===== src/rtl/assert_macros.svh =====
// Assertion helpers for the RTL
`ifndef ASSERT_MACROS_SVH
`define ASSERT_MACROS_SVH

// Checked while out of reset
`define PRC_ASSERT(lbl, prop, msg) \
  lbl: assert property (@(posedge clk_i) disable iff (!rst_ni) (prop)) else $error(msg);

// Checked at every rising clock edge, reset included
`define PRC_ASSERT_ALWAYS(lbl, prop, msg) \
  lbl: assert property (@(posedge clk_i) (prop)) else $error(msg);

`endif


===== src/rtl/prc_pkg.sv =====
package prc_pkg;

  localparam int RowW  = 12;
  localparam int SampW = 16;
  localparam int ProdW = 2 * SampW;
  localparam int VarW  = 31;
  localparam int SumW  = 48;
  localparam int CcW   = 13;
  localparam int StW   = 2;
  localparam int AddrW = 4;
  localparam int DataW = 32;

  localparam logic [CcW-1:0]   MAX_COLUMNS = 13'd4096;
  localparam logic [SampW-1:0] Q15_ONE     = 16'h7FFF;

  // register byte addresses
  localparam logic [AddrW-1:0] ADDR_REF_ROW   = 4'h0;
  localparam logic [AddrW-1:0] ADDR_COL_COUNT = 4'h4;
  localparam logic [AddrW-1:0] ADDR_REF_VAR   = 4'h8;

  typedef enum logic [StW-1:0] {
    ST_NORMAL = 2'd0,
    ST_SELF   = 2'd1,
    ST_UNDEF  = 2'd2
  } status_e;

  typedef enum logic [2:0] {
    BK_IDLE,
    BK_VMUL,
    BK_SQRT,
    BK_DMUL,
    BK_DIV,
    BK_SAT,
    BK_OUT
  } bk_state_e;

  // one finished row handed from front to back
  typedef struct packed {
    logic [RowW-1:0] row;
    logic [SumW-1:0] sum;
    logic [VarW-1:0] rvar;
  } job_t;

  typedef struct packed {
    logic [RowW-1:0] ref_row;
    logic [CcW-1:0]  column_count;
    logic [VarW-1:0] ref_variance;
  } cfg_t;

endpackage


===== src/rtl/prc_in_if.sv =====
interface prc_in_if;
  logic                               valid;
  logic                               ready;
  logic [prc_pkg::RowW-1:0]           row_index;
  logic signed [prc_pkg::SampW-1:0]   x_sample;
  logic signed [prc_pkg::SampW-1:0]   y_sample;
  logic [prc_pkg::VarW-1:0]           row_variance;
  logic                               last_sample;

  modport source (output valid, row_index, x_sample, y_sample, row_variance, last_sample,
                  input ready);
  modport sink (input valid, row_index, x_sample, y_sample, row_variance, last_sample,
                output ready);
endinterface


===== src/rtl/prc_front.sv =====
module prc_front (
  input  logic           clk_i,
  input  logic           rst_ni,
  prc_in_if.sink         in_i,
  output prc_pkg::job_t  job_o,
  output logic           job_valid_o,
  input  logic           job_ready_i
);

  logic                            s1_valid_q;
  logic signed [prc_pkg::ProdW-1:0] prod_q;
  logic [prc_pkg::RowW-1:0]        row_q;
  logic [prc_pkg::VarW-1:0]        rvar_q;
  logic                            last_q;
  logic [prc_pkg::SumW-1:0]        sum_q;
  logic [prc_pkg::SumW-1:0]        sum_next;
  logic                            advance;
  logic                            take;

  // stage 1 moves unless a row end waits on a full queue
  assign advance     = !s1_valid_q || !last_q || job_ready_i;
  assign in_i.ready  = advance;
  assign take        = in_i.valid && advance;
  assign sum_next    = sum_q + {{(prc_pkg::SumW-prc_pkg::ProdW){prod_q[prc_pkg::ProdW-1]}},
                                prod_q};
  assign job_valid_o = s1_valid_q && last_q;
  assign job_o       = '{row: row_q, sum: sum_next, rvar: rvar_q};

  // product stage
  always_ff @(posedge clk_i or negedge rst_ni) begin
    if (!rst_ni) begin
      s1_valid_q <= 1'b0;
    end else if (advance) begin
      s1_valid_q <= in_i.valid;
    end
  end

  always_ff @(posedge clk_i) begin
    if (take) begin
      prod_q <= in_i.x_sample * in_i.y_sample;
      row_q  <= in_i.row_index;
      rvar_q <= in_i.row_variance;
      last_q <= in_i.last_sample;
    end
  end

  // accumulator, cleared at every row end
  always_ff @(posedge clk_i or negedge rst_ni) begin
    if (!rst_ni) begin
      sum_q <= '0;
    end else if (s1_valid_q && advance) begin
      sum_q <= last_q ? '0 : sum_next;
    end
  end

endmodule


===== src/flat_wrapper.sv =====
// flat-port wrapper written by rule: the top's interface ports become plain ports
module prc_front_flat 
  (clk_i, rst_ni, job_o, job_valid_o, job_ready_i, in_i_valid, in_i_row_index, in_i_x_sample, in_i_y_sample, in_i_row_variance, in_i_last_sample, in_i_ready);
  prc_in_if in_i_i ();
  input  logic clk_i;
  input  logic rst_ni;
  output prc_pkg::job_t job_o;
  output logic job_valid_o;
  input  logic job_ready_i;
  input wire logic [$bits(in_i_i.valid)-1:0] in_i_valid;
  input wire logic [$bits(in_i_i.row_index)-1:0] in_i_row_index;
  input wire logic [$bits(in_i_i.x_sample)-1:0] in_i_x_sample;
  input wire logic [$bits(in_i_i.y_sample)-1:0] in_i_y_sample;
  input wire logic [$bits(in_i_i.row_variance)-1:0] in_i_row_variance;
  input wire logic [$bits(in_i_i.last_sample)-1:0] in_i_last_sample;
  output wire logic [$bits(in_i_i.ready)-1:0] in_i_ready;
  assign in_i_i.valid = in_i_valid;
  assign in_i_i.row_index = in_i_row_index;
  assign in_i_i.x_sample = in_i_x_sample;
  assign in_i_i.y_sample = in_i_y_sample;
  assign in_i_i.row_variance = in_i_row_variance;
  assign in_i_i.last_sample = in_i_last_sample;
  assign in_i_ready = in_i_i.ready;
  prc_front u_core (.clk_i(clk_i), .rst_ni(rst_ni), .in_i(in_i_i), .job_o(job_o), .job_valid_o(job_valid_o), .job_ready_i(job_ready_i));
endmodule

===== config.mk =====
export PLATFORM = sky130hd
export DESIGN_NAME = prc_front_flat
export DESIGN_NICKNAME = d
export VERILOG_FILES = /design/src/rtl/assert_macros.svh /design/src/rtl/prc_pkg.sv /design/src/rtl/prc_in_if.sv /design/src/rtl/prc_front.sv /design/src/flat_wrapper.sv
export SDC_FILE = /design/constraint.sdc
export NUM_CORES = 1
export LEC_CHECK = 0
export ABC_CLOCK_PERIOD_IN_PS = 3700
export BUFFER_PORTS_ARGS = -buffer_cell sky130_fd_sc_hd__buf_2
export CORE_AREA = 2 2 196 198
export CTS_CLUSTER_SIZE = 10
export DETAILED_ROUTE_END_ITERATION = 8
export DIE_AREA = 0 0 198 200
export HOLD_SLACK_MARGIN = 0.02
export PLACE_DENSITY_LB_ADDON = 0.15
export REMOVE_ABC_BUFFERS = 1
export SLEW_MARGIN = 20
export SYNTH_ARGS = -nofsm -noshare
export SYNTH_HDL_FRONTEND = slang
export SYNTH_SLANG_ARGS = --single-unit

===== constraint.sdc =====
create_clock -name clk_i -period 3.7 [get_ports clk_i]
set_clock_uncertainty 0.2 [all_clocks]
set_input_delay 0.37 -clock clk_i [delete_from_list [all_inputs] [get_ports clk_i]]
set_output_delay 0.37 -clock clk_i [all_outputs]
set_load 0.02 [all_outputs]

# Word-level counts from Yosys, hierarchy flattened
# Index checks and enable logic that the tools add are counted.
# classes
addsub,1
multipliers,1
n_div,0
order_cmp,0
n_eq_ne,0
shift,0
n_mux,1
n_bitwise,0
reduce_logical,7
# ops
operator,n
$add 48x48->48,1
$mux 48,1
$mul 16x16->32,1
$logic_and 1x1->1,3
$logic_not 1->1,2
$logic_or 1x1->1,2
# totals
regBits,125
latchBits,0
mem_bits_rw,0
rom_bits,0
inputBits,80
output_inout_bits,93
word_cells,16
mem_count,0

# Longest topological paths before layout
# logic_depth
ltp_word,4
ltp_mapped,25
mapped_depth_nobuf,24

# Worst setup path after synthesis
# Ideal clock, no wire load.
# synth_path
kind,input to register
startpoint,input in_i_y_sample[7]
endpoint,register u_core.prod_q[28] (netlist bit) (data pin)
setup_time_ns,0.260
t_arrival_ns,5.808
t_required_ns,3.240
setup_slack_ns,-2.568
cell_stages,23
n_path_buf,1
path_cell_list,clkbuf_1 nand2_1 fa_1 inv_1 fa_1 inv_1 fa_1 inv_1 fa_1 fa_1 inv_1 fa_1 inv_1 ha_1 a21o_1 a21o_1 a221oi_1 o21ai_0 a211oi_1 o21bai_1 a21o_1 a21oi_1 xnor2_1
# synth_between
elab_chain_len,1
# synth_rtl
item,line,source
start: declaration,flat_wrapper.sv:13,input wire logic [$bits(in_i_i.y_sample)-1:0] in_i_y_sample;
$mul 16x16->32,prc_front.sv:40,prod_q <= in_i.x_sample * in_i.y_sample;
end signal: assignment,prc_front.sv:40,
end: declaration,prc_front.sv:11,logic signed [prc_pkg::ProdW-1:0] prod_q;
# Every way passes these cells.
# A chain may end at the register's enable or synchronous reset.

# Worst setup path in the final report
# layout_path
startpoint,input in_i_x_sample[5]
endpoint,register u_core.prod_q[27] (netlist bit) (data pin)
# layout_between
elab_chain_len,1
# layout_rtl
item,line,source
start: declaration,flat_wrapper.sv:12,input wire logic [$bits(in_i_i.x_sample)-1:0] in_i_x_sample;
$mul 16x16->32,prc_front.sv:40,
# Every way passes these cells.

==> metrics.txt <==
run status=finished with violations; failing checks=negative setup slack; Synth cell types=65; initial antenna violation count=0; Setup crit start kind=input pin; CP top delay family=adder cells; CTS clk-pin slew, worst paths=0.06 ns; Yosys reg bits=125; router iterations before antenna repair=5; fin cells=2,633; Compound-Gate Fraction of Synth Area=11.5%; grt total ovfl=0; Setup crit end kind=flop; cell mode on critical path=fa_1; ANT nets after route=0; DP Wirelength=34.8 mm; Mapped Cells=1,685; Slew headroom=35.2%; layout filler cell count=3,178; final setup fails=38; critical path arrival=5.82 ns; die width=198 um; number of flops mapped to enable cells by yosys=76; Worst EP required=3.67 ns; CP max stage cell=fa_2; pre-CTS setup slack=-2.81 ns; delay of the slowest cell on the worst path=0.53 ns; cell count of the worst reg-to-reg path=12; critical path launch point=in_i_x_sample[5]; ys flop type=edfxtp_1; Hold Path Origin=job_ready_i; Core Footprint=0.0374 mm^2; PortBufs=172; Nets=2,581; top cells by count, synth=inv_1 (325), fa_1 (263), nand2_1 (179), ha_1 (129), and2_1 (126); period utilisation layout=158%; Cells after DPL=2,510; drt wl/cell=16.5 um; synth-to-layout area growth=34.3%; crit-path cells=buf_8 > buf_12 > buf_6 > and2_4 > fa_1 > fa_1 > ha_2 > inv_2 > fa_1 > inv_1 > fa_1 > inv_2 > fa_2 > inv_2 > ha_4 > a2111oi_4 > o21ai_2 > a221oi_2 > o211ai_2 > a31oi_2 > a21oi_2 > a221o_1 > buf_4 > xor2_1; worst min path class=input pin to flop; CP Class=input pin to flop; Mean Syn Cell Area=9.86 um^2; sequential share of the synthesized area=21.1%; final hold slack=0.160 ns; CTS root buffer=clkbuf_16; Final Wtd Congestion=0.917; DIE AREA=0.0396 mm^2; top cells by area, synth=fa_1 (32%), edfxtp_1 (14%), ha_1 (9.7%); multi-input logic area=0.0127 mm^2; actual slew at the worst max-slew pin=0.972 ns; Hold Path Depth=3; H-tree levels=4; Fin. Hold Viols=0; RR Startpoint=u_core.sum_q[25]; min cycle time layout=5.85 ns; top cell type's share of synthesized area=31.7%; Synth Cell Area=0.0166 mm^2; sequential cell area=0.00351 mm^2; Max Slew Vio Count=0; Crit path depth=24; # rows=71; vias in the first global route=13,900; Clock Sinks=125; later-pin clock latency in the skew report=0.42 ns; CP Buf/Inv Count=8; CTS tree=done; # DRC=0; clk buf depth=2; critical path fanouts, max=6; adder-cell share of the synthesized area=41.4%; Synth warnings=0; DRT iter0 DRCs=523; Final WS setup=-2.15 ns; Synth Area in XOR/XNOR=4.32%; Via Count=13,100; RSZ-0062 raised after global routing=yes; IO Pins=173; Max Cap Violations=0; final wirelength=43.4 mm; GRT Resource Usage Total=22.3%; Num CTS Buffers=17; vias per cell=4.97; fmax=171 MHz; post-synthesis async set-or-reset flop share=39.2%; Initial Utilization=44.4%; main combinational cell family by area after synthesis=adder cells; simple-gate portion of the synthesized area=12.8%; # diodes=0; post-synth top area cell=fa_1; global-route wire length before repair=69.9 mm; die height=200 um; most common cell in the netlist=inv_1; ratio of cells with drive above 1 in the final layout=30.2%; largest net degree at the start of global routing=77; mux cell area share after synthesis=0.241%
==> path summary, 6_finish.rpt <==
path                                     end  slack [ns]
max                        u_core.prod_q[27]       -2.15
min                        u_core.s1_valid_q        0.16
max reg2reg                 u_core.sum_q[40]        0.31
min reg2reg                  u_core.sum_q[0]        0.28
max in group asynchronous   u_core.sum_q[44]        2.11
min in group asynchronous   u_core.sum_q[39]        0.42
==> final cells by class <==
class,count,area share [%]
Sequential cell,125,15.7
Multi-Input combinational cell,1177,57.0
Timing Repair Buffer,463,16.1
Inverter,325,5.47
Clock buffer,18,1.92
Tap cell,511,2.86
Clock inverter,14,0.869
==> timing repair <==
action                                 CTS  global route
gates resized for setup                184           172
endpoints found under the hold margin   79             0
cloned                                   0             1
pin swaps                               86            89
setup endpoints to repair               54            52
hold buffers                            46             0
setup buffers                           25            30
==> cell families (layout without fill, tap and decap cells) <==
| logic type | count (synthesis) | count (layout) |
|---|---|---|
| AO/OA/AOI/OAI | 272 | 272 |
| XOR/XNOR | 82 | 82 |
| multiplexers | 4 | 4 |
| AND/OR/NAND/NOR | 427 | 427 |
| flip-flops | 125 | 125 |
| buffers and inverters | 383 | 820 |
| adder cells (fa/ha/maj) | 392 | 392 |
==> layout by cell type, fill, tap and decap left out, types with 5 or more instances in the layout <==
cell type      netlist  routed
o21ai_0             37      16
o21ai_2              1      13
a21oi_2              1      21
a21o_1              39      39
inv_1              325     306
ha_2                 0      11
o21a_1               6       6
buf_4                0     216
nor2_1              44      39
edfxtp_1            76      76
xnor2_1             55      37
nand3_1             13      13
and3_1               9       7
a21oi_1             69      47
buf_2                0     125
ha_4                 0      17
buf_6                0      68
inv_2                0      19
a211oi_2             1       5
o21ai_1              2       8
xor2_2               0       8
xnor2_2              0      14
clkbuf_16            0      17
nand2b_1            16      16
nand4_1             10      10
ha_1               129     101
and2_1             126     107
o21bai_1            16      14
nand2_1            179     172
fa_2                 0       9
o211ai_1             8       8
nand2_2              0       7
and2_4               0      19
fa_1               263     254
dlygate4sd3_1        0      46
xor2_1              27      18
dfrtp_1             49      49
a22o_1              41      41
==> per-stage QoR <==
step	TNS, ns	area (um^2)	util [%]
CTS	-38.48	21500	57.4
global placement	-54.45	19500	52.0
global route	-44.59	22300	59.7
finish	-38.90	22300	59.7
detailed placement	-54.73	19500	52.0
floorplan	-42.67	16400	-
==> state kept, by name, indices dropped and copies added (netlist names) <==
signal	count
u_core.last_q	1
u_core.s1_valid_q	1
u_core.rvar_q	31
u_core.sum_q	48
u_core.row_q	12
u_core.prod_q	32
==> worst reg2reg max path, delay by kind of cell (launching register included) <==
family | cells | cell delay [ns]
adders and majority gates | 1 | 0.43
DFF | 1 | 0.39
buffers and inverters | 2 | 0.28
AOI/OAI and AO/OA | 7 | 1.21
and+or+nand+nor | 2 | 0.75
==> layer usage <==
| layer | global-route usage [%] | vias to the layer above | routed length, um | share of wire, % |
|---|---|---|---|---|
| met5 | 0 | - | 0 | 0 |
| met4 | 6.02 | 0 | 893 | 2.1 |
| met3 | 2.28 | 52 | 1630 | 3.7 |
| met2 | 41.0 | 312 | 22000 | 51 |
| met1 | 28.1 | 6470 | 18900 | 44 |
| li1 | - | 6247 | - | - |
Power is left out: the tool's default activity adds up to more than one toggle a clock period on the data nets, which glitch-free logic cannot reach.
