### src/rtl/assert_macros.svh
// Assertion helpers for the RTL
`ifndef ASSERT_MACROS_SVH
`define ASSERT_MACROS_SVH

// Checked while out of reset
`define PRC_ASSERT(lbl, prop, msg) \
  lbl: assert property (@(posedge clk_i) disable iff (!rst_ni) (prop)) else $error(msg);

// Checked at every rising clock edge, reset included
`define PRC_ASSERT_ALWAYS(lbl, prop, msg) \
  lbl: assert property (@(posedge clk_i) (prop)) else $error(msg);

`endif

### src/rtl/prc_pkg.sv
package prc_pkg;

  localparam int RowW  = 12;
  localparam int SampW = 16;
  localparam int ProdW = 2 * SampW;
  localparam int VarW  = 31;
  localparam int SumW  = 48;
  localparam int CcW   = 13;
  localparam int StW   = 2;
  localparam int AddrW = 4;
  localparam int DataW = 32;

  localparam logic [CcW-1:0]   MAX_COLUMNS = 13'd4096;
  localparam logic [SampW-1:0] Q15_ONE     = 16'h7FFF;

  // register byte addresses
  localparam logic [AddrW-1:0] ADDR_REF_ROW   = 4'h0;
  localparam logic [AddrW-1:0] ADDR_COL_COUNT = 4'h4;
  localparam logic [AddrW-1:0] ADDR_REF_VAR   = 4'h8;

  typedef enum logic [StW-1:0] {
    ST_NORMAL = 2'd0,
    ST_SELF   = 2'd1,
    ST_UNDEF  = 2'd2
  } status_e;

  typedef enum logic [2:0] {
    BK_IDLE,
    BK_VMUL,
    BK_SQRT,
    BK_DMUL,
    BK_DIV,
    BK_SAT,
    BK_OUT
  } bk_state_e;

  // one finished row handed from front to back
  typedef struct packed {
    logic [RowW-1:0] row;
    logic [SumW-1:0] sum;
    logic [VarW-1:0] rvar;
  } job_t;

  typedef struct packed {
    logic [RowW-1:0] ref_row;
    logic [CcW-1:0]  column_count;
    logic [VarW-1:0] ref_variance;
  } cfg_t;

endpackage

### src/rtl/prc_out_if.sv
interface prc_out_if;
  logic                               valid;
  logic                               ready;
  logic [prc_pkg::RowW-1:0]           out_row;
  logic signed [prc_pkg::SampW-1:0]   coefficient;
  logic [prc_pkg::StW-1:0]            status;

  modport source (output valid, out_row, coefficient, status, input ready);
  modport sink (input valid, out_row, coefficient, status, output ready);
endinterface

### src/rtl/prc_back.sv
`include "assert_macros.svh"

module prc_back (
  input  logic           clk_i,
  input  logic           rst_ni,
  input  prc_pkg::cfg_t  cfg_i,
  input  prc_pkg::job_t  job_i,
  input  logic           job_valid_i,
  output logic           job_ready_o,
  prc_out_if.source      out_o
);

  prc_pkg::bk_state_e state_q, state_d;

  logic [prc_pkg::RowW-1:0]  row_q;
  logic                      neg_q;
  logic [prc_pkg::SumW-1:0]  mag_q;
  logic [prc_pkg::VarW-1:0]  rvar_q;
  logic [61:0]               p_q;
  logic [63:0]               r_q;
  logic [5:0]                cnt_q;
  logic [43:0]               den2_q;
  logic [63:0]               num_q;
  logic [43:0]               rem_q;
  logic [16:0]               quo_q;
  logic                      ovf_q;
  logic [prc_pkg::SampW-1:0] coef_q;
  prc_pkg::status_e          status_q;

  logic                      pop;
  logic                      self_row;
  logic                      few_cols;
  logic [63:0]               sq_bit;
  logic [63:0]               sq_trial;
  logic                      sq_ge;
  logic [prc_pkg::CcW-1:0]   n_eff;
  logic [11:0]               nm1;
  logic [43:0]               den;
  logic [44:0]               dv_t;
  logic                      dv_ge;
  logic [44:0]               dv_diff;
  logic                      q_big;

  assign pop      = job_valid_i && job_ready_o;
  assign self_row = (job_i.row == cfg_i.ref_row);
  assign few_cols = (cfg_i.column_count < prc_pkg::CcW'(2));

  // root step: one result bit per cycle
  assign sq_bit   = 64'd1 << {cnt_q[4:0], 1'b0};
  assign sq_trial = r_q + sq_bit;
  assign sq_ge    = ({2'b00, p_q} >= sq_trial);

  // denominator (n-1)*root
  assign n_eff = (cfg_i.column_count > prc_pkg::MAX_COLUMNS) ? prc_pkg::MAX_COLUMNS
                                                             : cfg_i.column_count;
  assign nm1   = 12'(n_eff - prc_pkg::CcW'(1));
  assign den   = {32'd0, nm1} * {12'd0, r_q[31:0]};

  // restoring division step
  assign dv_t    = {rem_q, num_q[63]};
  assign dv_ge   = (dv_t >= {1'b0, den2_q});
  assign dv_diff = dv_t - {1'b0, den2_q};

  assign q_big = neg_q ? (ovf_q || quo_q > 17'd32768) : (ovf_q || quo_q > 17'd32767);

  // next state
  always_comb begin
    state_d = state_q;
    case (state_q)
      prc_pkg::BK_IDLE: begin
        if (pop) state_d = (self_row || few_cols) ? prc_pkg::BK_OUT : prc_pkg::BK_VMUL;
      end
      prc_pkg::BK_VMUL: state_d = prc_pkg::BK_SQRT;
      prc_pkg::BK_SQRT: begin
        if (cnt_q == 6'd0) state_d = prc_pkg::BK_DMUL;
      end
      prc_pkg::BK_DMUL: state_d = (den == '0) ? prc_pkg::BK_OUT : prc_pkg::BK_DIV;
      prc_pkg::BK_DIV: begin
        if (cnt_q == 6'd0) state_d = prc_pkg::BK_SAT;
      end
      prc_pkg::BK_SAT:  state_d = prc_pkg::BK_OUT;
      prc_pkg::BK_OUT: begin
        if (out_o.ready) state_d = prc_pkg::BK_IDLE;
      end
      default: state_d = prc_pkg::BK_IDLE;
    endcase
  end

  // outputs
  always_comb begin
    job_ready_o       = (state_q == prc_pkg::BK_IDLE);
    out_o.valid       = (state_q == prc_pkg::BK_OUT);
    out_o.out_row     = row_q;
    out_o.coefficient = coef_q;
    out_o.status      = status_q;
  end

  always_ff @(posedge clk_i or negedge rst_ni) begin
    if (!rst_ni) begin
      state_q <= prc_pkg::BK_IDLE;
    end else begin
      state_q <= state_d;
    end
  end

  // datapath
  always_ff @(posedge clk_i) begin
    case (state_q)
      prc_pkg::BK_IDLE: begin
        if (pop) begin
          row_q  <= job_i.row;
          neg_q  <= job_i.sum[prc_pkg::SumW-1];
          mag_q  <= job_i.sum[prc_pkg::SumW-1] ? (~job_i.sum + 48'd1) : job_i.sum;
          rvar_q <= job_i.rvar;
          coef_q <= self_row ? prc_pkg::Q15_ONE : '0;
          status_q <= self_row ? prc_pkg::ST_SELF : prc_pkg::ST_UNDEF;
        end
      end
      prc_pkg::BK_VMUL: begin
        p_q   <= {31'd0, cfg_i.ref_variance} * {31'd0, rvar_q};
        r_q   <= '0;
        cnt_q <= 6'd31;
      end
      prc_pkg::BK_SQRT: begin
        if (sq_ge) begin
          p_q <= 62'({2'b00, p_q} - sq_trial);
          r_q <= (r_q >> 1) + sq_bit;
        end else begin
          r_q <= r_q >> 1;
        end
        cnt_q <= cnt_q - 6'd1;
      end
      prc_pkg::BK_DMUL: begin
        den2_q <= {den[42:0], 1'b0};
        num_q  <= {mag_q, 16'd0} + {20'd0, den};
        rem_q  <= '0;
        quo_q  <= '0;
        ovf_q  <= 1'b0;
        cnt_q  <= 6'd63;
      end
      prc_pkg::BK_DIV: begin
        rem_q <= dv_ge ? dv_diff[43:0] : dv_t[43:0];
        quo_q <= {quo_q[15:0], dv_ge};
        ovf_q <= ovf_q | quo_q[16];
        num_q <= {num_q[62:0], 1'b0};
        cnt_q <= cnt_q - 6'd1;
      end
      prc_pkg::BK_SAT: begin
        status_q <= prc_pkg::ST_NORMAL;
        if (neg_q) begin
          coef_q <= q_big ? 16'h8000 : 16'(~quo_q + 17'd1);
        end else begin
          coef_q <= q_big ? prc_pkg::Q15_ONE : quo_q[15:0];
        end
      end
      default: ;
    endcase
  end

  `PRC_ASSERT(a_pop_leaves_idle, pop |=> state_q != prc_pkg::BK_IDLE, "job taken but idle")
  `PRC_ASSERT(a_status_code, out_o.valid |-> out_o.status != 2'd3, "bad status code")
  `PRC_ASSERT(a_self_one,
    (out_o.valid && out_o.status == prc_pkg::ST_SELF) |-> out_o.coefficient == prc_pkg::Q15_ONE,
    "self row not one")
  `PRC_ASSERT_ALWAYS(a_no_take_busy, !rst_ni || !(job_ready_o && out_o.valid),
    "takes job while result waits")

endmodule

### src/flat_wrapper.sv
// flat-port wrapper written by rule: the top's interface ports become plain ports
module prc_back_flat 
  (clk_i, rst_ni, cfg_i, job_i, job_valid_i, job_ready_o, out_o_valid, out_o_out_row, out_o_coefficient, out_o_status, out_o_ready);
  prc_out_if out_o_i ();
  input  logic clk_i;
  input  logic rst_ni;
  input  prc_pkg::cfg_t cfg_i;
  input  prc_pkg::job_t job_i;
  input  logic job_valid_i;
  output logic job_ready_o;
  output wire logic [$bits(out_o_i.valid)-1:0] out_o_valid;
  output wire logic [$bits(out_o_i.out_row)-1:0] out_o_out_row;
  output wire logic [$bits(out_o_i.coefficient)-1:0] out_o_coefficient;
  output wire logic [$bits(out_o_i.status)-1:0] out_o_status;
  input wire logic [$bits(out_o_i.ready)-1:0] out_o_ready;
  assign out_o_valid = out_o_i.valid;
  assign out_o_out_row = out_o_i.out_row;
  assign out_o_coefficient = out_o_i.coefficient;
  assign out_o_status = out_o_i.status;
  assign out_o_i.ready = out_o_ready;
  prc_back u_core (.clk_i(clk_i), .rst_ni(rst_ni), .cfg_i(cfg_i), .job_i(job_i), .job_valid_i(job_valid_i), .job_ready_o(job_ready_o), .out_o(out_o_i));
endmodule
### config.mk
export PLATFORM = sky130hd
export DESIGN_NAME = prc_back_flat
export DESIGN_NICKNAME = d
export VERILOG_FILES = /design/src/rtl/prc_pkg.sv /design/src/rtl/prc_out_if.sv /design/src/rtl/prc_back.sv /design/src/flat_wrapper.sv
export VERILOG_INCLUDE_DIRS = /design/src /design/src/rtl
export SDC_FILE = /design/constraint.sdc
export NUM_CORES = 2
export LEC_CHECK = 0
export BUFFER_PORTS_ARGS = -buffer_cell sky130_fd_sc_hd__buf_2
export CORE_UTILIZATION = 45
export DETAILED_ROUTE_END_ITERATION = 16
export HOLD_SLACK_MARGIN = 0.02
export SLEW_MARGIN = 20
export SYNTH_ARGS = -nofsm -noshare
export SYNTH_HDL_FRONTEND = slang
export SYNTH_SLANG_ARGS = --single-unit
### constraint.sdc
create_clock -name clk_i -period 12.5 [get_ports clk_i]
set_input_delay 3.125 -clock clk_i [delete_from_list [all_inputs] [get_ports clk_i]]
set_output_delay 3.125 -clock clk_i [all_outputs]
set_load 0.01 [all_outputs]
# --- After elaboration in Yosys (flattened, before gate mapping) ---
# Cells that the tools add are included.
op_classes:
  n_addsub: 9
  multipliers: 2
  magnitude_cmp: 6
  eq_ne: 12
  shifts: 1
  mux: 29
  n_bitwise: 3
  reduce_logical: 16
op_table:
  columns: ["op", "n"]
  rows:
  - ["$pmux W64 S2", 2]
  - ["$pmux W62 S2", 1]
  - ["$pmux W44 S2", 1]
  - ["$add A63 B64 Y64", 1]
  - ["$add A64 B44 Y64", 1]
  - ["$add A64 B64 Y64", 1]
  - ["$ge A62 B64 Y1", 1]
  - ["$mux W16", 4]
  - ["$mux W64", 1]
  - ["$shl A1 B6 Y64 const A", 1]
  - ["$mul A31 B31 Y62", 1]
  - ["$mux W62", 1]
  - ["$sub A62 B62 Y62", 1]
  - ["$add A48 B1 Y48 const B", 1]
  - ["$not A48 Y48", 1]
  - ["$mux W47", 1]
  - ["$ge A45 B44 Y1", 1]
  - ["$logic_not A44 Y1", 1]
  - ["$mul A12 B32 Y44", 1]
  - ["$mux W44", 1]
  - ["$sub A44 B44 Y44", 1]
  - ["$pmux W17 S2", 1]
  - ["$pmux W16 S2", 1]
  - ["$pmux W3 S7", 1]
  - ["other kinds (32)", 50]
word_totals:
  reg_bits: 414
  inputBits: 151
  output_inout_bits: 32
  wordCells: 94

# --- Longest topological paths before layout ---
logic_depth:
  word_depth: 7
  ltp_mapped: 43
  ltp_nobuf: 39

# --- Worst setup path before layout ---
# OpenSTA, ideal clock, no wires.
synth_path:
  path_kind: "input to register"
  start: "input cfg_i[35] (netlist bit)"
  end: "register u_core.num_q[49] (data pin)"
  setup_ps: 267
  arrival_time_ps: 12608
  required_ps: 12233
  setup_slack_ps: -375
  stages: 38
  n_path_buf: 4
  path_cell_list: "nor4_1 -> nand4_1 -> o21ai_1 -> clkbuf_1 -> nand2_1 -> ha_1 -> clkbuf_1 -> a21boi_0 -> a221oi_1 -> clkbuf_1 -> nand2_1 -> fa_1 -> fa_1 -> inv_1 -> fa_1 -> fa_1 -> inv_1 -> fa_1 -> [... 2 more ...] -> buf_6 -> a211o_1 -> nor3b_1 -> a311oi_4 -> o211a_1 -> nor2_2 -> a311oi_4 -> or3b_2 -> o21ai_0 -> xnor2_1 -> ha_1 -> a2111o_1 -> or3_1 -> o211a_1 -> a2111oi_0 -> nor4b_1 -> xnor2_1 -> o21ai_0"
synth_between:
  elab_chain_cells: 6
synth_rtl:
  columns: ["item", "line", "source"]
  rows:
  - ["start: declaration", "flat_wrapper.sv:7", "input prc_pkg::cfg_t cfg_i;"]
  - ["$gt A13 B13 Y1", "prc_back.sv:54", "assign n_eff = (cfg_i.column_count > prc_pkg::MAX_COLUMNS) ? prc_pkg::MAX_COLUMNS"]
  - ["$mux W12 *", "prc_back.sv:54", null]
  - ["$sub A12 B1 Y12 *", "prc_back.sv:56", "assign nm1 = 12'(n_eff - prc_pkg::CcW'(1));"]
  - ["$mul A12 B32 Y44 *", "prc_back.sv:57", "assign den = {32'd0, nm1} * {12'd0, r_q[31:0]};"]
  - ["via u_core.den[37]", "prc_back.sv:38", "logic [43:0] den;"]
  - ["$add A64 B44 Y64 *", "prc_back.sv:135", "num_q <= {mag_q, 16'd0} + {20'd0, den};"]
  - ["$pmux W64 S2 *", "prc_back.sv:108", "case (state_q)"]
  - ["end signal: assignment", "prc_back.sv:135", null]
  - ["end signal: assignment", "prc_back.sv:145", "num_q <= {num_q[62:0], 1'b0};"]
  - ["end: declaration", "prc_back.sv:23", "logic [63:0] num_q;"]
# The timed path passes the listed nets; every way through them passes the cells marked *.
# A chain may end at the register's enable or synchronous reset.

# --- Final worst setup path ---
layout_path:
  start: "input cfg_i[35] (netlist bit)"
  end: "register u_core.num_q[55] (data pin)"
# Same word-level chain as after synthesis.

==> key figures <==
Worst hold path
  – Hold Path Stages: 2
  – Worst hold start: u_core.num_q[3]
  – Hold Path End: u_core.num_q[4]
  – Hold Crit Class: reg -> reg

Run
  – Max-Cap Viols: 0

Detailed routing
  – DRT Wirelength: 209700 um
  – Avg Vias per Cell: 5.478
  – Vias: 58.00k
  – DRC violations left: 0
  – Drt pass-1 iters: 5
  – Residual antenna-violating net count after detailed routing: 0
  – WL per Instance: 19.81 um
  – 1st-iter DRT viols: 3877

Setup path
  – Critical Path End Type: register
  – WP buf/inv: 7
  – R2R Path End: u_core.p_q[58]
  – Largest stage delay on the critical path: 0.53 ns
  – Worst r2r src: u_core.rvar_q[15]
  – CP Launch Type: input port
  – Most frequent CP cell: fa_1
  – Critical path arrival: 12.26 ns
  – FF-to-FF path depth: 26
  – Crit Path Max Fanout: 10
  – CP Class: in -> reg
  – WP data required: 12.90 ns
  – Max stage delay cell, worst path: fa_1
  – Critical path's top delay family: adder cells
  – R2r setup slk: 2.71 ns

Synthesis
  – Seq/Total Area, Yosys: 16.99%
  – Netlist cell types: 93
  – Synth Cell Area: 73090 um2
  – Number of synthesized flops with an enable pin: 411
  – Synth Register Bits: 414
  – Most frequent cells after synthesis: nand2_1 (1401), inv_1 (1345), fa_1 (1140)
  – Syn_area_per_cell: 8.852 um2
  – Synth area leaders: fa_1 (31%), edfxtp_1 (17%), ha_1 (9.5%)
  – Synth Flop Type: edfxtp_1
  – Area leader, netlist: fa_1
  – Async SR Flop Fraction: 0.7246%
  – Count leader, synth: nand2_1
  – Post-synth top area share: 31.22%
  – Synthesized Nets: 10.10k
  – Post-Synthesis Cells: 8257
  – Ys Warns: 0

Status
  – Status: complete, no violations

Clock tree
  – CTS H-Tree Depth: 2
  – Hold_buf cts: 0
  – Reg clk slew, reported paths: 0.06 ns
  – Clock tree buffer depth: 3
  – Total CTS buffers: 53
  – Skew-Pair Late Insertion Delay: 0.70 ns
  – CTS root buffer: clkbuf_16
  – CTS Sinks: 414
  – CTS tree: done

Cells and area
  – Layout cells sized above 1: 8.065%
  – Design area: 79500 um2
  – Nets: 10.22k
  – Area delta synth->final: 8.772%

STA
  – Min Hold Slack: 0.5143 ns
  – Fin crit period: 11.86 ns
  – Final period utilization: 94.87%
  – RSZ-0062 raised after global routing: false
  – Setup ws final: 0.6407 ns
  – Final max-slew violation count: 0
  – Final Hold Viols: 0
  – Measured slew at the worst slew-check pin: 1.224 ns
  – Setup_tns: 0 ns
  – Rel. slew slack: 18.38%
  – FMAX: 84.32 MHz
  – Layout Skew: 0.05898 ns
  – Final setup fails: 0

Floorplan
  – Die area: 164000 um2
  – Chip Height: 405.0 um
  – Initial cell density of the core: 45.42%
  – Die X: 405.0 um
  – Placement Rows: 147
  – # IOs: 183
  – Placeable Area: 160900 um2

Global routing
  – First-pass GRT wire length: 338400 um
  – Pin count of the biggest net entering global routing: 84
  – Vias in the first global route: 61.23k
  – Final global-route overflow total: 0
  – Gr usage total: 26.14%
  – Initial antenna violation count: 9

Placement
  – Gp weighted congestion: 0.9130
  – IO buf count: 182
  – Detailed Place HPWL: 166100 um
  – Place WS: -0.1540 ns
  – Placed inst area: 77590 um2
[tightest hold or removal path, delay by kind of cell, from the launching register on]
family           cells  cell delay, ns
and+or+nand+nor      2            0.10
DFF                  1            0.32
[worst max path at each step]
| stage | startpoint | endpoint | slack (ns) | depth (start not counted) |
|---|---|---|---|---|
| 2_1_floorplan | cfg_i[35] | u_core.num_q[40] | 0.03 | 38 |
| 3_3_place_gp | cfg_i[35] | u_core.num_q[57] | -0.04 | 39 |
| 3_5_place_dp | cfg_i[35] | u_core.num_q[54] | -0.15 | 39 |
| 4_1_cts | cfg_i[35] | u_core.num_q[53] | 0.54 | 39 |
| 5_1_grt | cfg_i[35] | u_core.num_q[60] | 0.01 | 40 |
| 6_report | cfg_i[35] | u_core.num_q[55] | 0.64 | 39 |
[registers in the layout, indices dropped and copies added, names as in the netlist, 2 cells and up]
signal / count
u_core.num_q: 64
u_core.r_q: 64
u_core.p_q: 62
u_core.mag_q: 48
u_core.rem_q: 44
u_core.den2_q: 43
u_core.rvar_q: 31
u_core.quo_q: 17
u_core.out_o.coefficient: 16
u_core.out_o.out_row: 12
u_core.cnt_q: 6
u_core.state_q: 3
u_core.out_o.status: 2
[layer usage]
layer  global-route usage (%)  vias up  routed length, um
met4                    8.732        0               7282
li1                         -    26768                  -
met3                    3.083      342              11900
met2                    45.96     1702             104100
met1                    33.19    29192              86490
met5                        0        -                  0
[cells in the final DEF, fill, tap and decap left out, types with 11 or more instances in the layout]
cell type  instances
nand2b_1          90
o22ai_1           13
edfxtp_1         411
o41ai_1           15
a211oi_1          53
nor3b_1           14
a21oi_1          330
o21bai_1          55
nand3_1           71
xnor2_1          244
a221oi_1          11
buf_4            309
nor3_1            77
a31o_2            27
or4_1             15
nor4_1            25
clkbuf_16         53
mux2i_1           46
buf_2            182
nand4_1           78
and4_1            20
nor2_1           382
a21o_1           135
inv_1           1343
o211ai_1          28
o31ai_1           43
nand2_1         1399
or3_1             28
nor2b_1           45
or2_2             21
fa_1            1140
and2_1           302
ha_1             554
o21a_1            29
o21ai_0          297
xor2_1           159
a21boi_0          17
a31oi_1           90
and3_1            54
[through the flow]
| stage | utilization, % | cells |
|---|---|---|
| after detailed placement | 48.21 | 10482 |
| after global placement | 48.21 | 10482 |
| after floorplan | - | 8257 |
| after CTS | 49.36 | 10579 |
| after global routing | 49.39 | 10585 |
| final | 49.40 | 10589 |
[repair_timing]
item,in CTS,in global routing
resized for setup,0,5
endpoints found under the setup margin,0,17
setup buffers,0,0
[kinds of logic (layout without fill, tap and decap cells)]
family,Yosys count,in the layout,share of synthesized area (%)
buffers and inverters,1773,1935,9.140
adders and majority gates,1694,1694,40.71
xor gates and xnor gates,406,406,4.865
DFF,414,414,16.99
AOI/OAI and AO/OA,1258,1258,10.96
other,0,10,0
muxes,48,48,0.6591
and+or+nand+nor,2664,2664,16.68
[area by class of cell]
class,count,area (um2)
Tap cell,2160,2703
Antenna cell,10,25.02
Clock buffer,59,1349
Fill cell,15242,81430
Timing Repair Buffer,493,3271
Clock inverter,38,500.5
Multi-Input combinational cell,6070,54190
Inverter,1345,5051
Sequential cell,414,12420
Power is not shown: default switching activity piles up to over one toggle a cycle in this logic, so the estimate is an artifact.
