## config.mk

```make
export PLATFORM = sky130hd
export DESIGN_NAME = prc_queue
export DESIGN_NICKNAME = d
export VERILOG_FILES = /design/src/rtl/assert_macros.svh /design/src/rtl/prc_pkg.sv /design/src/rtl/prc_queue.sv
export SDC_FILE = /design/constraint.sdc
export NUM_CORES = 1
export LEC_CHECK = 0
export BUFFER_PORTS_ARGS = -buffer_cell sky130_fd_sc_hd__buf_2
export CAP_MARGIN = 20
export CORE_MARGIN = 3
export CORE_UTILIZATION = 43
export CTS_CLUSTER_SIZE = 25
export DETAILED_ROUTE_END_ITERATION = 7
export PLACE_DENSITY = 0.68
export SYNTH_ARGS = -nofsm -noshare
export SYNTH_HDL_FRONTEND = slang
export SYNTH_SLANG_ARGS = --single-unit
export TNS_END_PERCENT = 1
```

## constraint.sdc

```tcl
create_clock -name clk_i -period 8.8 [get_ports clk_i]
set_input_delay 1.32 -clock clk_i [delete_from_list [all_inputs] [get_ports clk_i]]
set_output_delay 1.32 -clock clk_i [all_outputs]
set_load 0.03 [all_outputs]
```

## src/rtl/assert_macros.svh

```systemverilog
// Assertion helpers for the RTL
`ifndef ASSERT_MACROS_SVH
`define ASSERT_MACROS_SVH

// Checked while out of reset
`define PRC_ASSERT(lbl, prop, msg) \
  lbl: assert property (@(posedge clk_i) disable iff (!rst_ni) (prop)) else $error(msg);

// Checked at every rising clock edge, reset included
`define PRC_ASSERT_ALWAYS(lbl, prop, msg) \
  lbl: assert property (@(posedge clk_i) (prop)) else $error(msg);

`endif

```

## src/rtl/prc_pkg.sv

```systemverilog
package prc_pkg;

  localparam int RowW  = 12;
  localparam int SampW = 16;
  localparam int ProdW = 2 * SampW;
  localparam int VarW  = 31;
  localparam int SumW  = 48;
  localparam int CcW   = 13;
  localparam int StW   = 2;
  localparam int AddrW = 4;
  localparam int DataW = 32;

  localparam logic [CcW-1:0]   MAX_COLUMNS = 13'd4096;
  localparam logic [SampW-1:0] Q15_ONE     = 16'h7FFF;

  // register byte addresses
  localparam logic [AddrW-1:0] ADDR_REF_ROW   = 4'h0;
  localparam logic [AddrW-1:0] ADDR_COL_COUNT = 4'h4;
  localparam logic [AddrW-1:0] ADDR_REF_VAR   = 4'h8;

  typedef enum logic [StW-1:0] {
    ST_NORMAL = 2'd0,
    ST_SELF   = 2'd1,
    ST_UNDEF  = 2'd2
  } status_e;

  typedef enum logic [2:0] {
    BK_IDLE,
    BK_VMUL,
    BK_SQRT,
    BK_DMUL,
    BK_DIV,
    BK_SAT,
    BK_OUT
  } bk_state_e;

  // one finished row handed from front to back
  typedef struct packed {
    logic [RowW-1:0] row;
    logic [SumW-1:0] sum;
    logic [VarW-1:0] rvar;
  } job_t;

  typedef struct packed {
    logic [RowW-1:0] ref_row;
    logic [CcW-1:0]  column_count;
    logic [VarW-1:0] ref_variance;
  } cfg_t;

endpackage

```

## src/rtl/prc_queue.sv

```systemverilog
module prc_queue (
  input  logic           clk_i,
  input  logic           rst_ni,
  input  prc_pkg::job_t  push_data_i,
  input  logic           push_valid_i,
  output logic           push_ready_o,
  output prc_pkg::job_t  pop_data_o,
  output logic           pop_valid_o,
  input  logic           pop_ready_i
);

  prc_pkg::job_t entry_q [2];
  logic          wr_ptr_q;
  logic          rd_ptr_q;
  logic [1:0]    count_q;
  logic          push;
  logic          pop;

  assign push_ready_o = (count_q != 2'd2);
  assign pop_valid_o  = (count_q != 2'd0);
  assign push         = push_valid_i && push_ready_o;
  assign pop          = pop_valid_o && pop_ready_i;
  assign pop_data_o   = entry_q[rd_ptr_q];

  // pointers and fill level
  always_ff @(posedge clk_i or negedge rst_ni) begin
    if (!rst_ni) begin
      wr_ptr_q <= 1'b0;
      rd_ptr_q <= 1'b0;
      count_q  <= 2'd0;
    end else begin
      if (push) wr_ptr_q <= !wr_ptr_q;
      if (pop)  rd_ptr_q <= !rd_ptr_q;
      count_q <= count_q + {1'b0, push} - {1'b0, pop};
    end
  end

  always_ff @(posedge clk_i) begin
    if (push) begin
      entry_q[wr_ptr_q] <= push_data_i;
    end
  end

endmodule

```

# After elaboration in Yosys (flattened, before gate mapping)
# Memories as Yosys holds them, arrays and structs flattened.
# Index checks and enable logic that the tools add are counted.
# W data, S select, Z words.
# word_totals
ramBits	182
ff_bits	4
output_inout_bits	93
mem_count	1
# mem_list
memory	depth	width	read_ports	rd_ports_with_merged_regs	write_ports	line	rtl
entry_q	2	91	1	0	1	prc_queue.sv:12	prc_pkg::job_t entry_q [2];
# classes
n_eq_ne	1
n_reduce_logical	5
n_mux	2
add_sub_neg	2
# ops
operator	count
$add A2 B1 Y2	1
$logic_and A1 B1 Y1	2
$logic_not A1 Y1	2
$mux W1	2
$ne A2 B2 Y1 const B	1
$reduce_bool A2 Y1	1
$sub A2 B1 Y2	1

# Logic depth before layout (Yosys ltp)
# Gate-level depths: netlist (run 1).
# logic_depth
depth_word	4
depth_mapped	5
depth_no_buf	5

# Least setup slack after synthesis (run 1)
# No wires, ideal clock.
# synth_path
kind	input to register
start	input push_valid_i
end	memory entry_q[0][0] in the netlist's numbering, enable pin
setup_slack_ns	3.062
path_stages	2
t_arrival_ns	5.196
t_required_ns	8.259
n_path_buf	0
path_cell_list	nand2_1 -> nor2_1
# synth_via
elab_chain_cells	3
# synth_rtl
item	line	rtl
start: declaration	prc_queue.sv:5	input logic push_valid_i,
$logic_and A1 B1 Y1	prc_queue.sv:21	assign push = push_valid_i && push_ready_o;
$mux W1	prc_queue.sv:39	if (push) begin
$mux W1 (not written as such)	prc_queue.sv:40	entry_q[wr_ptr_q] <= push_data_i;
end: declaration	prc_queue.sv:12	
# No other way between the ends.

==> flow_summary.yaml, run 1 <==
clock_tree:
  path_clk_slew_ns: 0.06
  clock_sinks: 186
  cts_tree: "built"
  holdBufCountCts: 0
  htree_levels: 4
  clkLatencyLatePin_ns: 0.42
  clk_path_buf_depth: 2
  cts_root_buffer: "clkbuf_16"
  cts_made_buffers: 17
  post_cts_buffers: 0
  post_cts_resized: 0
worst_setup_path:
  r2r_setup_slack_ns: 6.13
  crit_required_ns: 7.48
  start_kind: "register"
  path_class: "register to primary output"
  critical_path_peak_fanout: 70
  end_kind: "primary output"
  critPathArrivalTime_ns: 2.51
final_layout:
  fill_cells: 1226
  multiInputGateArea_um2: 1159
  regArea_um2: 5569
  syn2layout_area_growth_pct: 24.84
  nNetsFinal: 600
  insertedDiodeCount: 0
  drive_above_1_share_pct: 60.54
logic_synthesis:
  yosys.area_share.adder_pct: 0.1836
  synthArstFlopShare_pct: 2.151
  yosys_warnings: 0
  synth_top_family_by_area: "multiplexers"
  syn_inst: 305
  synth_xor_area_share_pct: 0.3855
  yosys_most_used_dff: "edfxtp_1"
  synth-edff-count: 182
  ys_seq_area_share_pct: 81.66
  ys_ff_latch: 186
  yosys.area.top_type: "edfxtp_1"
  yosys.cell_types.count: 19
  synth_top_area_share_pct: 80.19
  avgSynthCellArea_um2: 22.35
  synth_compound_area_share_pct: 0.3488
  yosys.area_share.simple_pct: 0.8812
  syn_nets: 401
  synth_area_um2: 6815
  synthMuxAreaShare_pct: 15.04
  yosys-top-cells-area: "edfxtp_1 (80%), mux2_2 (15%), dfrtp_1 (1.5%)"
global_routing:
  grt_usage_pct: 14.32
  grt_pass1_vias: 3652
  grt_max_degree: 71
  overflow: 0
  grt_pass1_wl_um: 19040
  antenna_found_initial: 2
routing:
  routedWlPerCell_um: 16.60
  drc_errors: 0
  drt_wl_total_um: 12080
  drt_first_pass_iters: 4
  drtIter0Drc: 139
  vias: 3423
  ant_nets: 0
  avgViaCountPerCell: 4.702
sta:
  max_freq_mhz: 261.4
  hold_viol: 0
  tns_ns: 0
  max_slew_margin_pct: 33.08
  rsz0062_at_grt: "no"
  min_period_ns: 3.825
  fin_crit_sh_pct: 43.47
  setup_ws_ns: 4.975
  slew_viol_final: 0
  setup_violations: 0
  worst_pin_slew_ns: 1.001
  skew_ns: 0.005776
die:
  core_um2: 15370
  dieHeight_um: 131.9
  std_cell_rows: 45
  io_pins: 188
  initial_core_util_pct: 44.34
  die_w_um: 131.9
  die_area_um2: 17400
placed_design:
  dpl_worst_slack_ns: 5.167
  dp_hpwl_um: 7801
  io_buffers: 187
  place_congestion: 0.6859
pwr:
  powerDensity_nw_per_um2: 362.4
  leakage_uw: 0.003164
  ir_drop_uv: 186.7
flow_run:
  drv_cap: 0
worst_hold_path:
  hold_class: "register to register"
status:
  status: "finished clean"
-- critical path: stages, from the launching register on --
cell     delay (ns)
dfrtp_4        0.63
buf_4          0.77
mux2_2         0.42
buf_2          0.18
-- flip-flops by register name (all words and copies together), names as in the netlist --
| name | count |
|---|---|
| rd_ptr_q | 1 |
| entry_q | 182 |
| count_q | 2 |
| wr_ptr_q | 1 |
-- where the power goes --
group / leakage (uW) / total [uW] / internal, uW / switching, uW
logic: 0.00115 / 1080 / 366 / 717
registers: 0.00174 / 1280 / 1210 / 64.8
clock network: 0.000271 / 722 / 423 / 299
total: 0.00316 / 3080 / 2000 / 1080
-- cells in the mapped netlist (2+ instances only) --
cell      count
buf_6         8
mux2_2       91
nand2_1       2
dfrtp_1       4
xnor2_1       3
edfxtp_1    182
nor2_1        3
-- layout by cell type, fill, tap and decap left out, types with 2 or more instances in the layout --
master and instances:
buf_2 187, buf_4 3, bufinv_16 2, clkbuf_1 5, clkbuf_16 17, clkinv_2 5
clkinvlp_4 2, dfrtp_1 3, edfxtp_1 182, mux2_2 91, nand2_1 2, nor2_1 2
xnor2_1 3
-- per-layer routing --
metal,track usage [%],up-vias,share of wire [%]
met5,0,-,0.14
met4,4.842,4,1.5
met1,17.22,1664,42
met2,23.15,126,48
met3,6.412,20,8.1
li1,-,1609,-
-- area by class of cell --
cell class	count	area share [%]
Sequential cell	186	65.46
Timing Repair Buffer	190	11.26
Tap cell	211	3.103
Multi-Input combinational cell	109	13.62
Clock inverter	9	1.176
Clock buffer	23	5.382
-- worst paths after layout --
kind                       startpoint        endpoint  depth (start not counted)
min                          wr_ptr_q        wr_ptr_q                          1
min reg2reg                  wr_ptr_q        wr_ptr_q                          1
max                          rd_ptr_q  pop_data_o[50]                          3
max in group asynchronous      rst_ni        rd_ptr_q                          1
max reg2reg                count_q[0]  entry_q[0][29]                          4
min in group asynchronous      rst_ni      count_q[0]                          1
-- per-stage QoR --
| stage | utilization, % | total power (uW) | cell area (um^2) | cells | hold slack (ns) |
|---|---|---|---|---|---|
| 2_1_floorplan | - | 2134 | 6815 | 305 | 0.4600 |
| 3_3_place_gp | 51.72 | 2384 | 7950 | 696 | 0.5462 |
| 3_5_place_dp | 51.72 | 2405 | 7950 | 696 | 0.5469 |
| 4_1_cts | 55.35 | 3133 | 8508 | 728 | 0.5574 |
| 5_1_grt | 55.35 | 3237 | 8508 | 728 | 0.6029 |
| 6_report | 55.35 | 3084 | 8508 | 728 | 0.5545 |
-- kinds of logic (layout without fill, tap and decap cells) --
logic type,after synthesis,in the layout
mux,91,91
fa+ha+maj,1,1
xor+xnor,3,3
simple gates,11,11
flops,186,186
buf+inv,10,222
compound gates,3,3
Power figures use the tool's default switching activity.
==> run 2, diff against run 1 <==
--- a/config.mk
+++ b/config.mk
@@ -5,13 +5,14 @@
 export SDC_FILE = /design/constraint.sdc
 export NUM_CORES = 1
 export LEC_CHECK = 0
+export ABC_AREA = 1
 export BUFFER_PORTS_ARGS = -buffer_cell sky130_fd_sc_hd__buf_2
 export CAP_MARGIN = 20
 export CORE_MARGIN = 3
 export CORE_UTILIZATION = 43
 export CTS_CLUSTER_SIZE = 25
 export DETAILED_ROUTE_END_ITERATION = 7
-export PLACE_DENSITY = 0.68
+export PLACE_DENSITY = 0.7
 export SYNTH_ARGS = -nofsm -noshare
 export SYNTH_HDL_FRONTEND = slang
 export SYNTH_SLANG_ARGS = --single-unit
==> constraint.sdc (replaced) <==
create_clock -name clk_i -period 3.3 [get_ports clk_i]
set_input_delay 0.495 -clock clk_i [delete_from_list [all_inputs] [get_ports clk_i]]
set_output_delay 0.495 -clock clk_i [all_outputs]
set_load 0.03 [all_outputs]
==> run 2 against run 1 <==
  * Combinational power rose to 3.1 times the previous value
  * Clock skew grew 0.0014 ns
  * Synthesized cell count increased by 66%
  * Worst hold slack worse by 0.29 ns
  * Design area is 1.6% higher
  * Non-clock buffer count grew 4
  * Global-route usage increased by 1.9 points
  * First-iteration DRC count increased by 80%
  * Clock power increased to 3.0 times the previous value
  * Via count is 27% higher
  * Wire length increased by 14%
  * Die area up 0.94%
  * Highest routed layer unchanged
==> flow_summary.yaml, run 2 <==
status:
  status: "finished clean"
die:
  core_um2: 15430
  die_area_um2: 17560
  std_cell_rows: 45
  io_pins: 188
  die_w_um: 132.5
  dieHeight_um: 132.5
  initial_core_util_pct: 44.61
routing:
  vias: 4337
  routedWlPerCell_um: 14.97
  drt_first_pass_iters: 4
  avgViaCountPerCell: 4.694
  drc_errors: 0
  ant_nets: 0
  drtIter0Drc: 250
  drt_wl_total_um: 13830
global_routing:
  antenna_found_initial: 1
  grt_pass1_vias: 4448
  grt_pass1_wl_um: 22260
  overflow: 0
  grt_max_degree: 92
  grt_usage_pct: 16.19
worst_setup_path:
  critPathCapture: "pop_data_o[33]"
  cp.depth: 4
  path_class: "register to primary output"
  crit_required_ns: 2.80
  start_kind: "register"
  rr_worst_depth: 4
  startpoint: "rd_ptr_q"
  critical_path_peak_fanout: 62
  critPathArrivalTime_ns: 2.19
  path_cells: "buf_4, nand2_1, nand2_1, buf_2"
  critPathMostFrequentCell: "nand2_1"
  r2r_start: "count_q[1]"
  worst-path-buf-inv: 2
  crit_path_top_delay_cell: "dfrtp_4"
  max_stage_delay_ns: 0.65
  r2r_setup_slack_ns: 1.53
  cp_top_family: "buffers and inverters"
  end_kind: "primary output"
  rr_endpoint: "entry_q[1][14]"
logic_synthesis:
  avgSynthCellArea_um2: 13.58
  synth-edff-count: 182
  yosys.area_share.simple_pct: 15.87
  syn_nets: 603
  synth_top_area_share_pct: 79.40
  synth.most_common_cell: "nand2_1"
  ys_seq_area_share_pct: 80.86
  synthArstFlopShare_pct: 2.151
  yosys.cell_types.count: 14
  yosys-top-cells-area: "edfxtp_1 (79%), nand2_1 (15%), buf_6 (1.5%)"
  synth_top_family_by_area: "simple AND/OR/NAND/NOR gates"
  synth_xor_area_share_pct: 0.1272
  yosys_most_used_dff: "edfxtp_1"
  synthMuxAreaShare_pct: 0
  yosys.area.top_type: "edfxtp_1"
  yosys_warnings: 0
  synth_area_um2: 6883
  syn_inst: 507
  synth_commonest_cells: "nand2_1 (280), edfxtp_1 (182), buf_6 (9)"
  ys_ff_latch: 186
  yosys.area_share.adder_pct: 0.1818
  synth_compound_area_share_pct: 0.1454
sta:
  hold_viol: 0
  skew_ns: 0.007141
  rsz0062_at_grt: "no"
  max_freq_mhz: 372.6
  setup_violations: 0
  worst_pin_slew_ns: 0.7159
  max_slew_margin_pct: 52.27
  fin_crit_sh_pct: 81.33
  slew_viol_final: 0
  tns_ns: 0
  min_period_ns: 2.684
final_layout:
  final_common_cell: "nand2_1"
  largest-register: "entry_q"
  drive_above_1_share_pct: 32.12
  layout_common_cells: "nand2_1 (280), buf_2 (187), edfxtp_1 (182)"
  insertedDiodeCount: 0
  nNetsFinal: 796
  syn2layout_area_growth_pct: 25.58
  largest_reg_flops: 182
  final_core_util_pct: 56.03
  biggestRegsByFlops: "entry_q (182), count_q (2)"
placed_design:
  place_congestion: 0.7643
  dp_hpwl_um: 8876
  io_buffers: 187
pwr:
  leakage_uw: 0.003725
  finalPower_uw: 8868
  ir_drop_uv: 505.9
  powerDensity_nw_per_um2: 1026
clock_tree:
  post_cts_buffers: 0
  clk_path_buf_depth: 2
  clock_sinks: 186
  post_cts_resized: 0
  path_clk_slew_ns: 0.07
  cts_made_buffers: 17
  clkLatencyLatePin_ns: 0.42
  cts_tree: "built"
  cts_root_buffer: "clkbuf_16"
  htree_levels: 4
flow_run:
  drv_cap: 0
worst_hold_path:
  hold_class: "primary input to register"
==> run 2: cell types whose count changed after synthesis, sizes merged, moves of 2 or more <==
| cell | change |
|---|---|
| buf | +10 |
| xnor2 | -3 |
| mux2 | -91 |
| nand2 | +280 |
| nor2 | +2 |
| inv | +8 |
==> run 2: worst min-delay path by stage <==
stage / from / end / cells past startpoint
floorplan: rst_ni / count_q[0] / 0
global placement: rst_ni / count_q[0] / 1
detailed placement: rst_ni / count_q[1] / 1
CTS: push_data_i[2] / entry_q[1][2] / 1
global route: push_data_i[24] / entry_q[1][24] / 1
finish: push_data_i[48] / entry_q[1][48] / 1
==> run 2: kinds of logic after synthesis <==
logic type / count (synthesis)
adders and majority gates: 1
and+or+nand+nor: 289
xor gates and xnor gates: 1
buffers and inverters: 28
DFF: 186
AOI/OAI and AO/OA: 2
==> run 2: timing repair <==
item / 4_1_cts / 5_1_grt
hold buffers: 1 / 0
hold endpoints to repair: 4 / 0
endpoints found under the setup margin: 0 / 0
==> run 2: where the power goes <==
| group | internal [uW] | leakage (uW) | switching, uW |
|---|---|---|---|
| Sequential | 3230 | 0.00174 | 191 |
| Clock | 1270 | 0.000300 | 854 |
| Combinational | 802 | 0.00169 | 2520 |
| Total | 5300 | 0.00373 | 3560 |
==> run 2: worst register-to-register path, cell delays in order (launching register included) <==
cell and delay (ns):
dfrtp_1 0.43, nand2_2 0.13, nand2_2 0.12, nor2_4 0.10, buf_4 0.56
==> run 2: routing by layer <==
metal	GRT usage, %	vias to the layer above	part of all wire [%]
met5	0	-	0.094
met4	6.062	2	1.6
met3	5.323	22	7.2
met2	27.54	154	50
met1	19.26	2069	41
li1	-	2090	-
==> run 2: layout make-up <==
| class | instances | area (um^2) |
|---|---|---|
| timing repair buffer | 194 | 1016 |
| multi-input combinational | 293 | 1139 |
| clock inverter | 14 | 195.2 |
| clock buffer | 18 | 429.2 |
| tap | 211 | 264.0 |
| fill | 1296 | 6784 |
| inverter | 8 | 31.28 |
| sequential | 186 | 5569 |
==> run 2: through the flow <==
stage	cell area (um^2)	cells	setup WS, ns	hold slack [ns]
floorplan	6893	507	-0.2404	0.1994
global placement	8009	891	1.082	0.3038
detailed placement	8009	891	1.064	0.3104
CTS	8643	924	0.5670	0.2380
global route	8643	924	0.4532	0.2350
finish	8643	924	0.6160	0.2598
==> run 3, diff against run 2 <==
==> constraint.sdc (replaced) <==
create_clock -name clk_i -period 2.43 [get_ports clk_i]
set_input_delay 0.3645 -clock clk_i [delete_from_list [all_inputs] [get_ports clk_i]]
set_output_delay 0.3645 -clock clk_i [all_outputs]
set_load 0.03 [all_outputs]
==> run 3 against run 2 <==
  * Power up 33%
  * First-iteration DRC count is 22% higher
  * Die area stayed put
  * Global-route usage is 0.24 points lower
  * Core utilization shrank 0.24 points
  * Cell count increased by 0.11%
  * Design area decreased by 0.42%
  * Clock power grew 23%
  * Flip-flop and latch count stayed put
  * Sequential share of layout area increased by 0.27 points
  * Sequential power rose by 33%
  * Clock skew is 0.0013 ns lower
==> flow_summary.yaml, run 3 (synthesis results as in run 2) <==
die:
  die_w_um: 132.5
  std_cell_rows: 45
  io_pins: 188
  dieHeight_um: 132.5
  initial_core_util_pct: 44.61
  die_area_um2: 17560
  core_um2: 15430
global_routing:
  overflow: 0
  grt_usage_pct: 15.95
  grt_max_degree: 92
  grt_pass1_wl_um: 21940
  grt_pass1_vias: 4425
  antenna_found_initial: 0
worst_setup_path:
  critPathMostFrequentCell: "nand2_1"
  critPathArrivalTime_ns: 1.83
  start_kind: "register"
  worst-path-buf-inv: 3
  critical_path_peak_fanout: 48
  path_class: "register to primary output"
  cp_top_family: "buffers and inverters"
  crit_path_top_delay_cell: "dfrtp_4"
  crit_required_ns: 2.07
  end_kind: "primary output"
  max_stage_delay_ns: 0.49
  path_cells: "inv_2, buf_4, nand2_1, nand2_1, buf_2"
status:
  status: "finished clean"
sta:
  hold_viol: 0
  max_freq_mhz: 455.0
  worst_pin_slew_ns: 0.6221
  setup_ws_ns: 0.2324
  setup_violations: 0
  min_period_ns: 2.198
  skew_ns: 0.005804
  max_slew_margin_pct: 58.53
  rsz0062_at_grt: "no"
  slew_viol_final: 0
  fin_crit_sh_pct: 90.44
pwr:
  p_sw_share_pct: 40.61
  powerDensity_nw_per_um2: 1370
  power.switching_uw: 4788
  power_frac_seq_pct: 38.7
  combPwrFrac_pct: 39.2
  leakage_uw: 0.003706
  clkPwrFrac_pct: 22.1
  ir_drop_uv: 751.6
  cellInternalPower_uw: 7003
routing:
  drt_wl_total_um: 13690
  drc_errors: 0
  avgViaCountPerCell: 4.631
  drt_first_pass_iters: 4
  drtIter0Drc: 305
  routedWlPerCell_um: 14.80
  ant_nets: 0
  vias: 4284
final_layout:
  syn2layout_area_growth_pct: 25.05
  drive_above_1_share_pct: 31.93
  largest-register: "entry_q"
  insertedDiodeCount: 0
  biggestRegsByFlops: "entry_q (182), count_q (2)"
  final_common_cell: "nand2_1"
  largest_reg_flops: 182
  final_core_util_pct: 55.79
  layout_common_cells: "nand2_1 (280), buf_2 (187), edfxtp_1 (182)"
  nNetsFinal: 797
clock_tree:
  path_clk_slew_ns: 0.06
  htree_levels: 4
  cts_tree: "built"
  cts_root_buffer: "clkbuf_16"
  cts_made_buffers: 17
  clk_path_buf_depth: 2
  clock_sinks: 186
  clkLatencyLatePin_ns: 0.41
placed_design:
  io_buffers: 187
  dpl_worst_slack_ns: 0.6524
  place_congestion: 0.7298
  dp_hpwl_um: 8844
worst_hold_path:
  hold_class: "primary input to register"
flow_run:
  drv_cap: 0
## run 3: final cells by class
| class | count | area [um^2] |
|---|---|---|
| clock buffers | 19 | 432.9 |
| fillers | 1299 | 6820 |
| repair buffers | 195 | 1036 |
| well taps | 211 | 264.0 |
| inverters | 8 | 30.03 |
| flip-flops and latches | 186 | 5569 |
| clock inverters | 13 | 126.4 |
| multi-input cells | 293 | 1149 |
## run 3: timing repair
item,CTS,global route
hold buffers,1,0
endpoints found under the hold margin,4,0
buffers inserted,0,0
resized for setup,0,0
## run 3: per-layer routing
layer	track usage, %	part of all wire (%)	vias up	wire, um
met5	0	0	-	0
met2	27.03	51	134	6969
met4	6.293	1.7	0	233
met1	18.83	40	2031	5486
met3	5.399	7.3	19	1003
li1	-	-	2100	-
## run 3: path summary, 6_finish.rpt
path,from,to,slack (ns),cells past startpoint
hold reg to reg,wr_ptr_q,wr_ptr_q,0.58,2
setup / recovery,rd_ptr_q,pop_data_o[67],0.23,5
setup reg to reg,count_q[0],entry_q[1][87],0.73,5
hold / removal,push_data_i[51],entry_q[0][51],0.14,1
max in group asynchronous,rst_ni,rd_ptr_q,1.98,2
min in group asynchronous,rst_ni,rd_ptr_q,0.31,2
## run 3: power groups by stage
stage          Combinational, uW  Clock [uW]  Sequential [uW]
6_report                    4620        2610             4560
2_1_floorplan               3380           0             4600
4_1_cts                     4700        2670             4570
3_5_place_dp                4690           0             4640
5_1_grt                     5040        2820             4630
3_3_place_gp                4630           0             4610
## run 3: through the flow
| step | area, um^2 | std cells | TNS (ns) | power [uW] | hold slack (ns) |
|---|---|---|---|---|---|
| 6_report | 8607 | 925 | 0 | 11790 | 0.1357 |
| 4_1_cts | 8607 | 925 | 0 | 11940 | 0.1159 |
| 2_1_floorplan | 6908 | 507 | -1.690 | 7985 | 0.06891 |
| 5_1_grt | 8607 | 925 | 0 | 12480 | 0.1150 |
| 3_3_place_gp | 8038 | 892 | 0 | 9243 | 0.1745 |
| 3_5_place_dp | 8038 | 892 | 0 | 9324 | 0.1827 |
